==> src/ir_pulse_distance_decoder_top_assert.svh <==
// Assertion helpers for the decoder modules; only irpd_frame includes them.
`ifndef IR_PULSE_DISTANCE_DECODER_TOP_ASSERT_SVH
`define IR_PULSE_DISTANCE_DECODER_TOP_ASSERT_SVH

// Same-cycle implication, disabled in reset.
`define IRPD_ASSERT_NOW(lbl, ck, rs, ante, cons) \
  lbl: assert property (@(posedge ck) disable iff (rs) (ante) |-> (cons)) \
    else $error("%m: same-cycle check failed");

// Next-cycle implication, disabled in reset.
`define IRPD_ASSERT_NEXT(lbl, ck, rs, ante, cons) \
  lbl: assert property (@(posedge ck) disable iff (rs) (ante) |=> (cons)) \
    else $error("%m: next-cycle check failed");

`endif

==> src/irpd_pkg.sv <==
`default_nettype none
package irpd_pkg;

  localparam int DATA_W             = 8;
  localparam int CNT_W              = 5;
  localparam int CODE_W             = 16;
  localparam int IDX_W              = 3;
  localparam int MAX_FRAME_BITS_DEF = 16;

  // register indexes
  localparam logic [IDX_W-1:0] REG_HEADER_MIN = 3'd0;
  localparam logic [IDX_W-1:0] REG_HEADER_MAX = 3'd1;
  localparam logic [IDX_W-1:0] REG_ONE_MIN    = 3'd2;
  localparam logic [IDX_W-1:0] REG_ONE_MAX    = 3'd3;
  localparam logic [IDX_W-1:0] REG_ZERO_MIN   = 3'd4;
  localparam logic [IDX_W-1:0] REG_ZERO_MAX   = 3'd5;
  localparam logic [IDX_W-1:0] REG_FRAME_BITS = 3'd6;

  // reset values
  localparam logic [DATA_W-1:0] RST_HEADER_MIN = 8'h1C;
  localparam logic [DATA_W-1:0] RST_HEADER_MAX = 8'h1D;
  localparam logic [DATA_W-1:0] RST_ONE_MIN    = 8'h10;
  localparam logic [DATA_W-1:0] RST_ONE_MAX    = 8'h11;
  localparam logic [DATA_W-1:0] RST_ZERO_MIN   = 8'h0A;
  localparam logic [DATA_W-1:0] RST_ZERO_MAX   = 8'h0B;
  localparam logic [CNT_W-1:0]  RST_FRAME_BITS = 5'd11;

  typedef struct packed {
    logic [DATA_W-1:0] header_min;
    logic [DATA_W-1:0] header_max;
    logic [DATA_W-1:0] one_min;
    logic [DATA_W-1:0] one_max;
    logic [DATA_W-1:0] zero_min;
    logic [DATA_W-1:0] zero_max;
    logic [CNT_W-1:0]  frame_bits;
  } cfg_t;

  typedef struct packed {
    logic hdr_hit;
    logic one_hit;
    logic zero_hit;
  } hits_t;

endpackage
`default_nettype wire

==> src/irpd_in_if.sv <==
`default_nettype none
interface irpd_in_if;
  import irpd_pkg::*;
  logic              valid;
  logic              ready;
  logic [DATA_W-1:0] interval_high;
  modport source (output valid, output interval_high, input ready);
  modport sink (input valid, input interval_high, output ready);
endinterface
`default_nettype wire

==> src/irpd_out_if.sv <==
`default_nettype none
interface irpd_out_if;
  import irpd_pkg::*;
  logic              valid;
  logic              ready;
  logic [CODE_W-1:0] code;
  logic              is_new;
  modport source (output valid, output code, output is_new, input ready);
  modport sink (input valid, input code, input is_new, output ready);
endinterface
`default_nettype wire

==> src/irpd_cfg_if.sv <==
`default_nettype none
interface irpd_cfg_if;
  import irpd_pkg::*;
  logic              valid;
  logic              ready;
  logic [IDX_W-1:0]  index;
  logic [DATA_W-1:0] data;
  modport source (output valid, output index, output data, input ready);
  modport sink (input valid, input index, input data, output ready);
endinterface
`default_nettype wire

==> src/irpd_cfg_regs.sv <==
`default_nettype none
module irpd_cfg_regs (
  input  wire logic    clk,
  input  wire logic    rst,
  irpd_cfg_if.sink     cfg_ch,
  output irpd_pkg::cfg_t cfg
);
  import irpd_pkg::*;

  assign cfg_ch.ready = 1'b1;

  always_ff @(posedge clk) begin
    if (rst) begin
      cfg.header_min <= RST_HEADER_MIN;
      cfg.header_max <= RST_HEADER_MAX;
      cfg.one_min    <= RST_ONE_MIN;
      cfg.one_max    <= RST_ONE_MAX;
      cfg.zero_min   <= RST_ZERO_MIN;
      cfg.zero_max   <= RST_ZERO_MAX;
      cfg.frame_bits <= RST_FRAME_BITS;
    end else if (cfg_ch.valid) begin
      case (cfg_ch.index)
        REG_HEADER_MIN: cfg.header_min <= cfg_ch.data;
        REG_HEADER_MAX: cfg.header_max <= cfg_ch.data;
        REG_ONE_MIN:    cfg.one_min    <= cfg_ch.data;
        REG_ONE_MAX:    cfg.one_max    <= cfg_ch.data;
        REG_ZERO_MIN:   cfg.zero_min   <= cfg_ch.data;
        REG_ZERO_MAX:   cfg.zero_max   <= cfg_ch.data;
        REG_FRAME_BITS: cfg.frame_bits <= cfg_ch.data[CNT_W-1:0];
        default: ;
      endcase
    end
  end
endmodule
`default_nettype wire

==> src/irpd_classify.sv <==
`default_nettype none
module irpd_classify (
  input  wire irpd_pkg::cfg_t               cfg,
  input  wire logic [irpd_pkg::DATA_W-1:0]  interval_high,
  output irpd_pkg::hits_t                   hits
);
  import irpd_pkg::*;

  // an empty window (min above max) never matches
  always_comb begin
    hits.hdr_hit  = (interval_high >= cfg.header_min) && (interval_high <= cfg.header_max);
    hits.one_hit  = (interval_high >= cfg.one_min) && (interval_high <= cfg.one_max);
    hits.zero_hit = (interval_high >= cfg.zero_min) && (interval_high <= cfg.zero_max);
  end
endmodule
`default_nettype wire

==> src/irpd_in_reg.sv <==
`default_nettype none
module irpd_in_reg (
  input  wire logic                          clk,
  input  wire logic                          rst,
  irpd_in_if.sink                            in_ch,
  input  wire logic                          drain,
  output logic                               s1_valid,
  output logic [irpd_pkg::DATA_W-1:0]        s1_interval
);
  import irpd_pkg::*;

  logic take;

  assign in_ch.ready = !s1_valid || drain;
  assign take        = in_ch.valid && in_ch.ready;

  always_ff @(posedge clk) begin
    if (rst) begin
      s1_valid <= 1'b0;
    end else if (take) begin
      s1_valid <= 1'b1;
    end else if (drain) begin
      s1_valid <= 1'b0;
    end
  end

  always_ff @(posedge clk) begin
    if (take) begin
      s1_interval <= in_ch.interval_high;
    end
  end
endmodule
`default_nettype wire

==> src/irpd_frame.sv <==
`default_nettype none
module irpd_frame #(
  parameter int MAX_FRAME_BITS = irpd_pkg::MAX_FRAME_BITS_DEF
) (
  input  wire logic                    clk,
  input  wire logic                    rst,
  input  wire irpd_pkg::cfg_t          cfg,
  input  wire irpd_pkg::hits_t         hits,
  input  wire logic                    s1_valid,
  output logic                         drain,
  irpd_out_if.source                   out_ch
);
  import irpd_pkg::*;
  `include "ir_pulse_distance_decoder_top_assert.svh"

  localparam int LEN_W = CNT_W + 1;

  logic                      armed;
  logic                      header_seen;
  logic [CNT_W-1:0]          bit_count;
  logic [MAX_FRAME_BITS-1:0] shift_bits;
  logic [CODE_W-1:0]         last_code;

  logic                      header_seen_next;
  logic [CNT_W-1:0]          bit_count_next;
  logic [MAX_FRAME_BITS-1:0] shift_bits_next;
  logic [LEN_W-1:0]          eff_len;
  logic [MAX_FRAME_BITS+CODE_W-1:0] code_ext;
  logic [CODE_W-1:0]         new_code;
  logic                      step;
  logic                      done;
  logic                      emit;

  assign drain = !out_ch.valid || out_ch.ready;
  assign step  = s1_valid && drain;

  // frame length clamped to 1..MAX_FRAME_BITS
  always_comb begin
    if (cfg.frame_bits == '0) begin
      eff_len = LEN_W'(1);
    end else if ({1'b0, cfg.frame_bits} > LEN_W'(MAX_FRAME_BITS)) begin
      eff_len = LEN_W'(MAX_FRAME_BITS);
    end else begin
      eff_len = {1'b0, cfg.frame_bits};
    end
  end

  always_comb begin
    header_seen_next = header_seen;
    bit_count_next   = bit_count;
    shift_bits_next  = shift_bits;
    if (hits.hdr_hit) begin
      header_seen_next = 1'b1;
    end else if (header_seen && hits.one_hit) begin
      shift_bits_next = {shift_bits[MAX_FRAME_BITS-2:0], 1'b1};
      bit_count_next  = bit_count + CNT_W'(1);
    end else if (header_seen && hits.zero_hit) begin
      shift_bits_next = {shift_bits[MAX_FRAME_BITS-2:0], 1'b0};
      bit_count_next  = bit_count + CNT_W'(1);
    end else begin
      header_seen_next = 1'b0;
      bit_count_next   = '0;
      shift_bits_next  = '0;
    end
  end

  assign done     = {1'b0, bit_count_next} >= eff_len;
  assign code_ext = {{CODE_W{1'b0}}, shift_bits_next};
  assign new_code = code_ext[CODE_W-1:0];
  assign emit     = step && armed && done;

  always_ff @(posedge clk) begin
    if (rst) begin
      armed       <= 1'b0;
      header_seen <= 1'b0;
      bit_count   <= '0;
      shift_bits  <= '0;
      last_code   <= '0;
    end else if (step) begin
      if (!armed) begin
        // first edge only starts timing
        armed <= 1'b1;
      end else if (done) begin
        armed       <= 1'b0;
        header_seen <= 1'b0;
        bit_count   <= '0;
        shift_bits  <= '0;
        last_code   <= new_code;
      end else begin
        header_seen <= header_seen_next;
        bit_count   <= bit_count_next;
        shift_bits  <= shift_bits_next;
      end
    end
  end

  always_ff @(posedge clk) begin
    if (rst) begin
      out_ch.valid <= 1'b0;
    end else if (emit) begin
      out_ch.valid <= 1'b1;
    end else if (out_ch.ready) begin
      out_ch.valid <= 1'b0;
    end
  end

  always_ff @(posedge clk) begin
    if (emit) begin
      out_ch.code   <= new_code;
      out_ch.is_new <= (new_code != last_code);
    end
  end

  `IRPD_ASSERT_NOW(a_idle_clear, clk, rst, !armed, (bit_count == '0) && !header_seen)
  `IRPD_ASSERT_NOW(a_no_bits_wo_hdr, clk, rst, !header_seen, bit_count == '0)
  `IRPD_ASSERT_NEXT(a_emit_disarms, clk, rst, emit, !armed && out_ch.valid)
  `IRPD_ASSERT_NEXT(a_last_code, clk, rst, emit, last_code == out_ch.code)
endmodule
`default_nettype wire

==> src/ir_pulse_distance_decoder_top.sv <==
// An accepted edge is held in the input register; a code that it completes is then registered on out_ch.
// Throughput: one edge per cycle; only a held result on out_ch stalls the input.
// Reset (rst, synchronous): disarms, clears header, bit count, shift and last code,
// and loads the default timing windows and frame length.
`default_nettype none
module ir_pulse_distance_decoder_top #(
  parameter int MAX_FRAME_BITS = irpd_pkg::MAX_FRAME_BITS_DEF
) (
  input  wire logic    clk,
  input  wire logic    rst,
  irpd_in_if.sink      in_ch,
  irpd_out_if.source   out_ch,
  irpd_cfg_if.sink     cfg_ch
);
  import irpd_pkg::*;

  cfg_t              cfg;
  hits_t             hits;
  logic              s1_valid;
  logic [DATA_W-1:0] s1_interval;
  logic              drain;

  irpd_cfg_regs u_cfg (
    .clk    (clk),
    .rst    (rst),
    .cfg_ch (cfg_ch),
    .cfg    (cfg)
  );

  irpd_in_reg u_in (
    .clk         (clk),
    .rst         (rst),
    .in_ch       (in_ch),
    .drain       (drain),
    .s1_valid    (s1_valid),
    .s1_interval (s1_interval)
  );

  irpd_classify u_cls (
    .cfg           (cfg),
    .interval_high (s1_interval),
    .hits          (hits)
  );

  irpd_frame #(
    .MAX_FRAME_BITS (MAX_FRAME_BITS)
  ) u_frame (
    .clk      (clk),
    .rst      (rst),
    .cfg      (cfg),
    .hits     (hits),
    .s1_valid (s1_valid),
    .drain    (drain),
    .out_ch   (out_ch)
  );
endmodule
`default_nettype wire

==> src/flat_wrapper.sv <==
// flat-port wrapper written by rule: the top's interface ports become plain ports
module ir_pulse_distance_decoder_top_flat import irpd_pkg::*;
#(
  parameter int MAX_FRAME_BITS = irpd_pkg::MAX_FRAME_BITS_DEF
)
  (clk, rst, in_ch_valid, in_ch_interval_high, in_ch_ready, out_ch_valid, out_ch_code, out_ch_is_new, out_ch_ready, cfg_ch_valid, cfg_ch_index, cfg_ch_data, cfg_ch_ready);
  irpd_in_if in_ch_i ();
  irpd_out_if out_ch_i ();
  irpd_cfg_if cfg_ch_i ();
  input  wire logic clk;
  input  wire logic rst;
  input wire logic [$bits(in_ch_i.valid)-1:0] in_ch_valid;
  input wire logic [$bits(in_ch_i.interval_high)-1:0] in_ch_interval_high;
  output wire logic [$bits(in_ch_i.ready)-1:0] in_ch_ready;
  output wire logic [$bits(out_ch_i.valid)-1:0] out_ch_valid;
  output wire logic [$bits(out_ch_i.code)-1:0] out_ch_code;
  output wire logic [$bits(out_ch_i.is_new)-1:0] out_ch_is_new;
  input wire logic [$bits(out_ch_i.ready)-1:0] out_ch_ready;
  input wire logic [$bits(cfg_ch_i.valid)-1:0] cfg_ch_valid;
  input wire logic [$bits(cfg_ch_i.index)-1:0] cfg_ch_index;
  input wire logic [$bits(cfg_ch_i.data)-1:0] cfg_ch_data;
  output wire logic [$bits(cfg_ch_i.ready)-1:0] cfg_ch_ready;
  assign in_ch_i.valid = in_ch_valid;
  assign in_ch_i.interval_high = in_ch_interval_high;
  assign in_ch_ready = in_ch_i.ready;
  assign out_ch_valid = out_ch_i.valid;
  assign out_ch_code = out_ch_i.code;
  assign out_ch_is_new = out_ch_i.is_new;
  assign out_ch_i.ready = out_ch_ready;
  assign cfg_ch_i.valid = cfg_ch_valid;
  assign cfg_ch_i.index = cfg_ch_index;
  assign cfg_ch_i.data = cfg_ch_data;
  assign cfg_ch_ready = cfg_ch_i.ready;
  ir_pulse_distance_decoder_top #(.MAX_FRAME_BITS(MAX_FRAME_BITS)) u_core (.clk(clk), .rst(rst), .in_ch(in_ch_i), .out_ch(out_ch_i), .cfg_ch(cfg_ch_i));
endmodule
==> config.mk <==
export PLATFORM = sky130hd
export DESIGN_NAME = ir_pulse_distance_decoder_top_flat
export DESIGN_NICKNAME = d
export VERILOG_FILES = /design/src/irpd_pkg.sv /design/src/irpd_in_if.sv /design/src/irpd_out_if.sv /design/src/irpd_cfg_if.sv /design/src/irpd_cfg_regs.sv /design/src/irpd_classify.sv /design/src/irpd_in_reg.sv /design/src/irpd_frame.sv /design/src/ir_pulse_distance_decoder_top.sv /design/src/flat_wrapper.sv
export VERILOG_INCLUDE_DIRS = /design/src /design/src/src
export SDC_FILE = /design/constraint.sdc
export NUM_CORES = 1
export LEC_CHECK = 0
export BUFFER_PORTS_ARGS = -buffer_cell sky130_fd_sc_hd__buf_2
export CORE_MARGIN = 4
export CORE_UTILIZATION = 35
export DETAILED_ROUTE_END_ITERATION = 10
export GPL_TIMING_DRIVEN = 1
export SKIP_LAST_GASP = 1
export SLEW_MARGIN = 0
export SYNTH_ARGS = -nofsm -noshare
export SYNTH_HDL_FRONTEND = slang
export SYNTH_HIERARCHICAL = 1
export SYNTH_SLANG_ARGS = --single-unit
==> constraint.sdc <==
create_clock -name clk -period 4.86 [get_ports clk]
set_input_delay 0.972 -clock clk [delete_from_list [all_inputs] [get_ports clk]]
set_output_delay 0.972 -clock clk [all_outputs]
set_load 0.02 [all_outputs]
==> results of run 1 <==
[synth_stat cells (all sizes together), types with 3 or more instances]
| master | count |
|---|---|
| o22ai | 3 |
| ha | 54 |
| nand4b | 3 |
| nand2b | 47 |
| a211oi | 12 |
| a22oi | 4 |
| a21oi | 29 |
| a22o | 33 |
| edfxtp | 25 |
| o21ai | 18 |
| xor2 | 9 |
| a21o | 4 |
| nand2 | 27 |
| nor3 | 19 |
| xnor2 | 3 |
| inv | 58 |
| nand3 | 7 |
| dfxtp | 94 |
| mux2i | 53 |
| buf | 16 |
| nor2 | 70 |
| nand4 | 5 |
| clkbuf | 13 |
| nor3b | 3 |
[sequential cells by signal (all words and copies together), names as in the netlist]
signal	cells
u_core/u_frame/last_code	16
u_core/u_in/s1_interval	8
u_core/u_frame/armed	1
u_core/u_frame/out_ch.code	16
u_core/u_frame/header_seen	1
u_core/u_frame/out_ch.is_new	1
u_core/u_frame/shift_bits	16
u_core/u_in/s1_valid	1
u_core/u_cfg/cfg	53
u_core/u_frame/out_ch.valid	1
u_core/u_frame/bit_count	5
[stage by stage]
| stage | util, % | power, W |
|---|---|---|
| final | 41.3 | 0.00248 |
| after global routing | 41.3 | 0.00259 |
| after CTS | 41.3 | 0.00251 |
| after detailed placement | 37.9 | 0.00126 |
| after global placement | 37.9 | 0.00125 |
| after floorplan | - | 0.00120 |
[power by group through the flow]
stage	clock network, W	registers, W	logic, W
after floorplan	0	0.00106	0.000147
after global placement	0	0.00106	0.000189
after detailed placement	0	0.00106	0.000195
after CTS	0.00127	0.00104	0.000196
after global routing	0.00133	0.00104	0.000219
final	0.00125	0.00104	0.000194
[final cells by class]
type / count / area [sq um]
clock buffers: 18 / 450
multi-input cells: 424 / 3200
inverters: 58 / 218
fillers: 1679 / 10200
repair buffers: 47 / 248
flip-flops and latches: 119 / 2630
well taps: 225 / 282
clock inverters: 14 / 138
[worst max-delay path: stages (launching register included)]
cell and delay (ns):
edfxtp_1 0.50, ha_1 0.39, nand4_2 0.14, nor3_2 0.23, nor2_1 0.09, a211oi_4 0.55
and2b_1 0.26, nand3_1 0.09, xor2_1 0.15, nor2_1 0.07, ha_1 0.36, a21oi_4 0.14
o21ai_1 0.09, a21o_1 0.23, nor3_4 0.65, a22o_1 0.27
[cell usage in the layout (no fill, tap or decap), types with 5 or more instances in the layout]
| cell | netlist | final |
|---|---|---|
| a211oi_1 | 9 | 9 |
| a22o_1 | 30 | 30 |
| dfxtp_1 | 94 | 94 |
| xor2_1 | 9 | 9 |
| nand2b_1 | 44 | 44 |
| buf_2 | 8 | 42 |
| o21ai_0 | 13 | 13 |
| edfxtp_1 | 25 | 25 |
| nand2_1 | 27 | 27 |
| nand3_1 | 5 | 5 |
| a21oi_1 | 26 | 26 |
| nor3_1 | 15 | 15 |
| mux2i_1 | 53 | 53 |
| clkbuf_16 | 0 | 18 |
| inv_6 | 0 | 5 |
| ha_1 | 54 | 54 |
| buf_4 | 1 | 5 |
| inv_1 | 57 | 57 |
| nor2_1 | 69 | 69 |
[metal layers]
metal  vias to the layer above  share of wire (%)  track usage [%]
li1                       2269                  -                -
met4                         0                2.4             6.87
met2                        83                 50             25.9
met3                        28                3.9             3.91
met1                      2161                 43             18.3
met5                         -                  0                0
[worst paths after layout]
check,from,end,slack [ns],cells past startpoint
min,u_core/u_cfg/cfg[52]$_SDFFE_PP0P_,u_core/u_cfg/cfg[52]$_SDFFE_PP0P_,0.48,2
max reg2reg,u_core/u_in/s1_interval[7]$_DFFE_PP_,u_core/u_frame/shift_bits[7]$_SDFFE_PP0P_,0.59,15
max,u_core/u_in/s1_interval[7]$_DFFE_PP_,u_core/u_frame/shift_bits[7]$_SDFFE_PP0P_,0.59,15
min reg2reg,u_core/u_cfg/cfg[52]$_SDFFE_PP0P_,u_core/u_cfg/cfg[52]$_SDFFE_PP0P_,0.48,2
[logic make-up after synthesis]
logic type      after synthesis
mux                          53
simple gates                194
buf+inv                      87
xor+xnor                     12
flops                       119
other cells                   1
compound gates              110
fa+ha+maj                    54
==> impl_metrics.toml, run 1 <==
[synthesis]
ys_types = 59
synth-xor-area-share_pct = 1.69
synth_top_family_by_area = "simple AND/OR/NAND/NOR gates"
synth_largest_area_cell = "dfxtp_1"
synth_simple_gate_area_share_pct = 17.1
ys_ff_latch = 119
synth-edff-count = 25
synthFlopType = "dfxtp_1"
yosys_warnings = 6
synth.avg_cell_area_sq_um = 9.89
synth_seq_area_share_pct = 42.3
synth_area_leaders = "dfxtp_1 (30%), edfxtp_1 (12%), ha_1 (11%), mux2i_1 (8.5%), nand2b_1 (4.4%)"
async_flop_share_pct = 0
synth-compound-area-share_pct = 12.8
synth_cells = 630
syn_area_sq_um = 6230
synthesis.nets = 708
synth_fa_ha_area_share_pct = 10.8
yosysTopAreaCellShare_pct = 30.2
synthMuxAreaShare_pct = 8.52

[grt]
grt_pass1_vias = 4608
grt_max_degree = 41
grt_pass1_wl_microns = 24000
antenna_found_initial = 0
grt_overflow_total = 0
grt_usage_pct = 15.3

[place]
dpl.hpwl_microns = 10600
place_ws_ns = 0.611
dp_cells = 873
io_buffers = 42
placed_area_sq_um = 6580
gp_congestion = 0.939

[run]
maxCapViolCount = 0

[sta]
worst-slew-pin-transition_ns = 0.921
slew_headroom_pct = 38.5
fmax_ghz = 0.234
slew_viol_final = 0
setup_viol = 0
setup_tns_ns = 0
rsz0062_at_grt = "false"
post-route-min-period_ns = 4.27
holdWs_ns = 0.477
post-route-worst-setup-slack_ns = 0.586
clock-skew-final_ns = 0.00711
fin_crit_sh_pct = 88.0
hold_violations = 0

[cells_and_area]
nets = 745
finalInstanceArea_sq_um = 7170
antenna_cells = 0
layout-drive-gt1-share_pct = 15.4
synthToLayoutAreaGrowth_pct = 15.0
fin_cells = 905

[drt]
route.detailed.drc = 0
drt-vias-per-instance = 5.02
ant_nets = 0
drt_iter0_markers = 286
dr.pass1.iters = 4
wl_per_cell_microns = 16.0
drt_wl_total_microns = 14500
via_count = 4541

[clock_network]
ctsHoldBuffers = 0
clkLatencyLatePin_ns = 0.42
cts_setup_buffers = 0
tritoncts = "yes"
clkSinkCount = 119
clkSlewWorstSetupHoldPaths_ns = 0.06
root_buffer = "clkbuf_16"
cts_buffer_depth = 2
cts_buffers = 17
h-tree-depth = 4
cts_resized = 0

[setup_path]
arrival_ns = 4.63
path_max_fanout = 19
worstPathRequired_ns = 5.22
cp-end-kind = "flop"
criticalPathCategory = "reg2reg"
start_kind = "flop"

[floorplan]
fp.dieH_microns = 141
dieArea_sq_um = 20000
initial_utilization_pct = 35.9
core-area_sq_um = 17400
rows = 48
fp.dieW_microns = 141
io_pins = 44

[power_and_ir_drop]
p_int_w = 0.00184
irDropWorstVdd_v = 0.000285
p_sw_share_pct = 25.6
p_sw_w = 0.000635
clkPwrFrac_pct = 50.2
power_frac_seq_pct = 41.9
comb_power_share_pct = 7.8
p_per_area_nw_per_um2 = 346
p_leak_nw = 3.09

[hold_path]
hold_class = "reg2reg"

[status]
outcome = "complete, no violations"
No activity file was read; power rests on OpenSTA's default activity.
==> run 2: changes to the inputs <==
--- a/config.mk
+++ b/config.mk
@@ -15,5 +15,4 @@
 export SLEW_MARGIN = 0
 export SYNTH_ARGS = -nofsm -noshare
 export SYNTH_HDL_FRONTEND = slang
-export SYNTH_HIERARCHICAL = 1
 export SYNTH_SLANG_ARGS = --single-unit
==> impl_metrics.toml, run 2 <==
[status]
outcome = "complete, no violations"

[place]
io_buffers = 42
gp_congestion = 0.832
dpl.hpwl_microns = 10900

[clock_network]
clkSinkCount = 119
clkLatencyLatePin_ns = 0.42
cts_buffers = 17
cts_buffer_depth = 2
h-tree-depth = 4
tritoncts = "yes"
ctsHoldBuffers = 0
root_buffer = "clkbuf_16"
clkSlewWorstSetupHoldPaths_ns = 0.05

[sta]
fin_crit_sh_pct = 91.4
slew_viol_final = 0
worst-slew-pin-transition_ns = 0.999
setup_viol = 0
post-route-min-period_ns = 4.44
setup_tns_ns = 0
clock-skew-final_ns = 0.00728
slew_headroom_pct = 32.9
hold_violations = 0
fmax_ghz = 0.225
rsz0062_at_grt = "false"

[synthesis]
async_flop_share_pct = 0
synthTopCellsByCount = "nand2_1 (109), dfxtp_1 (94), nor2_1 (69), a21oi_1 (67), inv_1 (55)"
synth_largest_area_cell = "dfxtp_1"
yosysMostFrequentCell = "nand2_1"
synth_cells = 729
synth.avg_cell_area_sq_um = 8.70
synthesis.nets = 807
synthFlopType = "dfxtp_1"
synth_seq_area_share_pct = 41.5
ys_types = 54
yosys_warnings = 0
yosysTopAreaCellShare_pct = 29.7
synth_area_leaders = "dfxtp_1 (30%), edfxtp_1 (12%), ha_1 (11%), nand2_1 (6.5%), a21oi_1 (5.3%)"
syn_area_sq_um = 6340
synth-edff-count = 25
ys_ff_latch = 119

[grt]
grt_usage_pct = 16.5
grt_pass1_wl_microns = 26500
grt_pass1_vias = 5065
grt_overflow_total = 0
antenna_found_initial = 0
grt_max_degree = 43

[cells_and_area]
layout_commonest_cell = "nand2_1"
layout-drive-gt1-share_pct = 12.4
synthToLayoutAreaGrowth_pct = 17.5
largest_reg_flops = 53
regMostFlops = "u_core.u_cfg.cfg"
final_util_pct = 42.5
nets = 846
final_cell_mix = "nand2_1 (109), dfxtp_1 (94), nor2_1 (69)"
antenna_cells = 0

[setup_path]
worstSetupEndpoint = "u_core.u_frame.last_code[5]$_SDFFE_PP0P_"
r2r-start = "u_core.u_in.s1_interval[5]$_DFFE_PP_"
start_kind = "flop"
arrival_ns = 4.71
cp-end-kind = "flop"
worstRegToRegCells = 16
path_max_fanout = 25
worstPathRequired_ns = 5.13
startpoint = "u_core.u_in.s1_interval[5]$_DFFE_PP_"
criticalPathCategory = "reg2reg"
r2r-end = "u_core.u_frame.last_code[5]$_SDFFE_PP0P_"
r2r_slack_ns = 0.42

[floorplan]
rows = 48
dieArea_sq_um = 20300
core-area_sq_um = 17500
io_pins = 44
fp.dieH_microns = 143
fp.dieW_microns = 143
initial_utilization_pct = 36.2

[power_and_ir_drop]
p_leak_nw = 3.15
p_int_w = 0.00204
p_sw_share_pct = 22.5
p_per_area_nw_per_um2 = 352
p_sw_w = 0.000590
comb_power_share_pct = 7.7
power_frac_seq_pct = 39.8
clkPwrFrac_pct = 52.5
irDropWorstVdd_v = 0.000232

[drt]
wl_per_cell_microns = 15.8
via_count = 5358
drt-vias-per-instance = 5.33
dr.pass1.iters = 5
drt_wl_total_microns = 15900
route.detailed.drc = 0
drt_iter0_markers = 479
ant_nets = 0

[run]
maxCapViolCount = 0

[hold_path]
hold_class = "reg2reg"
==> run 2: cell types whose count changed after synthesis, sizes merged, moves of 14 or more <==
cell and change:
and3 +20, nand2 +82, clkbuf +14, a22o -32, a21oi +38, mux2i -42, nand2b -40
==> run 2: power groups by stage <==
| stage | clock network [W] | registers (W) | logic, W |
|---|---|---|---|
| floorplan | 0 | 0.00106 | 0.000139 |
| global placement | 0 | 0.00106 | 0.000200 |
| detailed placement | 0 | 0.00106 | 0.000202 |
| CTS | 0.00141 | 0.00104 | 0.000204 |
| global route | 0.00145 | 0.00105 | 0.000233 |
| finish | 0.00138 | 0.00104 | 0.000203 |
==> run 2: worst min-delay path by stage <==
| stage | endpoint | from | cells past startpoint |
|---|---|---|---|
| 2_1_floorplan | u_core.u_cfg.cfg[0]$_SDFFE_PP1P_ | u_core.u_cfg.cfg[0]$_SDFFE_PP1P_ | 1 |
| 3_3_place_gp | u_core.u_cfg.cfg[42]$_SDFFE_PP0P_ | u_core.u_cfg.cfg[42]$_SDFFE_PP0P_ | 2 |
| 3_5_place_dp | u_core.u_cfg.cfg[42]$_SDFFE_PP0P_ | u_core.u_cfg.cfg[42]$_SDFFE_PP0P_ | 2 |
| 4_1_cts | u_core.u_cfg.cfg[42]$_SDFFE_PP0P_ | u_core.u_cfg.cfg[42]$_SDFFE_PP0P_ | 2 |
| 5_1_grt | u_core.u_cfg.cfg[36]$_SDFFE_PP0P_ | u_core.u_cfg.cfg[36]$_SDFFE_PP0P_ | 2 |
| 6_report | u_core.u_cfg.cfg[43]$_SDFFE_PP0P_ | u_core.u_cfg.cfg[43]$_SDFFE_PP0P_ | 2 |
==> run 2: metrics by stage <==
stage                     worst slack, ns  instance area, sq um  std cells  hold WS, ns  total power, W
after global placement              0.411                  6790        972        0.443         0.00126
after detailed placement            0.323                  6790        972        0.449         0.00127
after CTS                           0.294                  7440       1004        0.457         0.00266
after global routing               0.0527                  7450       1006        0.474         0.00273
final                               0.417                  7450       1006        0.455         0.00263
after floorplan                     0.560                  6340        729        0.436         0.00120
==> run 2: logic make-up after synthesis <==
family | synth area share, %
flops | 41.5
simple gates | 19.3
xor+xnor | 0.138
other cells | 0.0591
compound gates | 20.7
mux | 1.93
buf+inv | 5.72
fa+ha+maj | 10.7
==> run 2: critical path, stage by stage (launching register included) <==
cell	delay, ns
edfxtp_1	0.53
ha_1	0.38
nand4_1	0.12
or2_2	0.34
a2111o_1	0.48
a21oi_1	0.33
mux2i_1	0.16
ha_1	0.29
nand2b_1	0.09
a21o_1	0.11
a21o_1	0.10
a21o_1	0.11
a21o_1	0.18
nor2b_4	0.56
buf_12	0.26
mux2i_1	0.20
nor2_1	0.05
==> run 2: what timing repair did <==
action	4_1_cts	5_1_grt
gates resized for setup	0	0
endpoints found under the setup margin	0	8
setup buffers	0	2
==> run 2: cell type report <==
type,count,area [sq um]
Tap cell,225,282
Sequential cell,119,2630
Inverter,55,206
Multi-Input combinational cell,520,3360
Clock inverter,7,138
Fill cell,1741,10100
Clock buffer,25,517
Timing Repair Buffer,55,320
==> run 2: per-layer routing <==
| metal | GRT usage [%] | share of wire [%] | vias to the layer above |
|---|---|---|---|
| li1 | - | - | 2677 |
| met1 | 22.7 | 48 | 2518 |
| met2 | 25.1 | 45 | 132 |
| met3 | 3.48 | 5.0 | 31 |
| met4 | 6.70 | 2.4 | 0 |
| met5 | 0 | 0 | - |
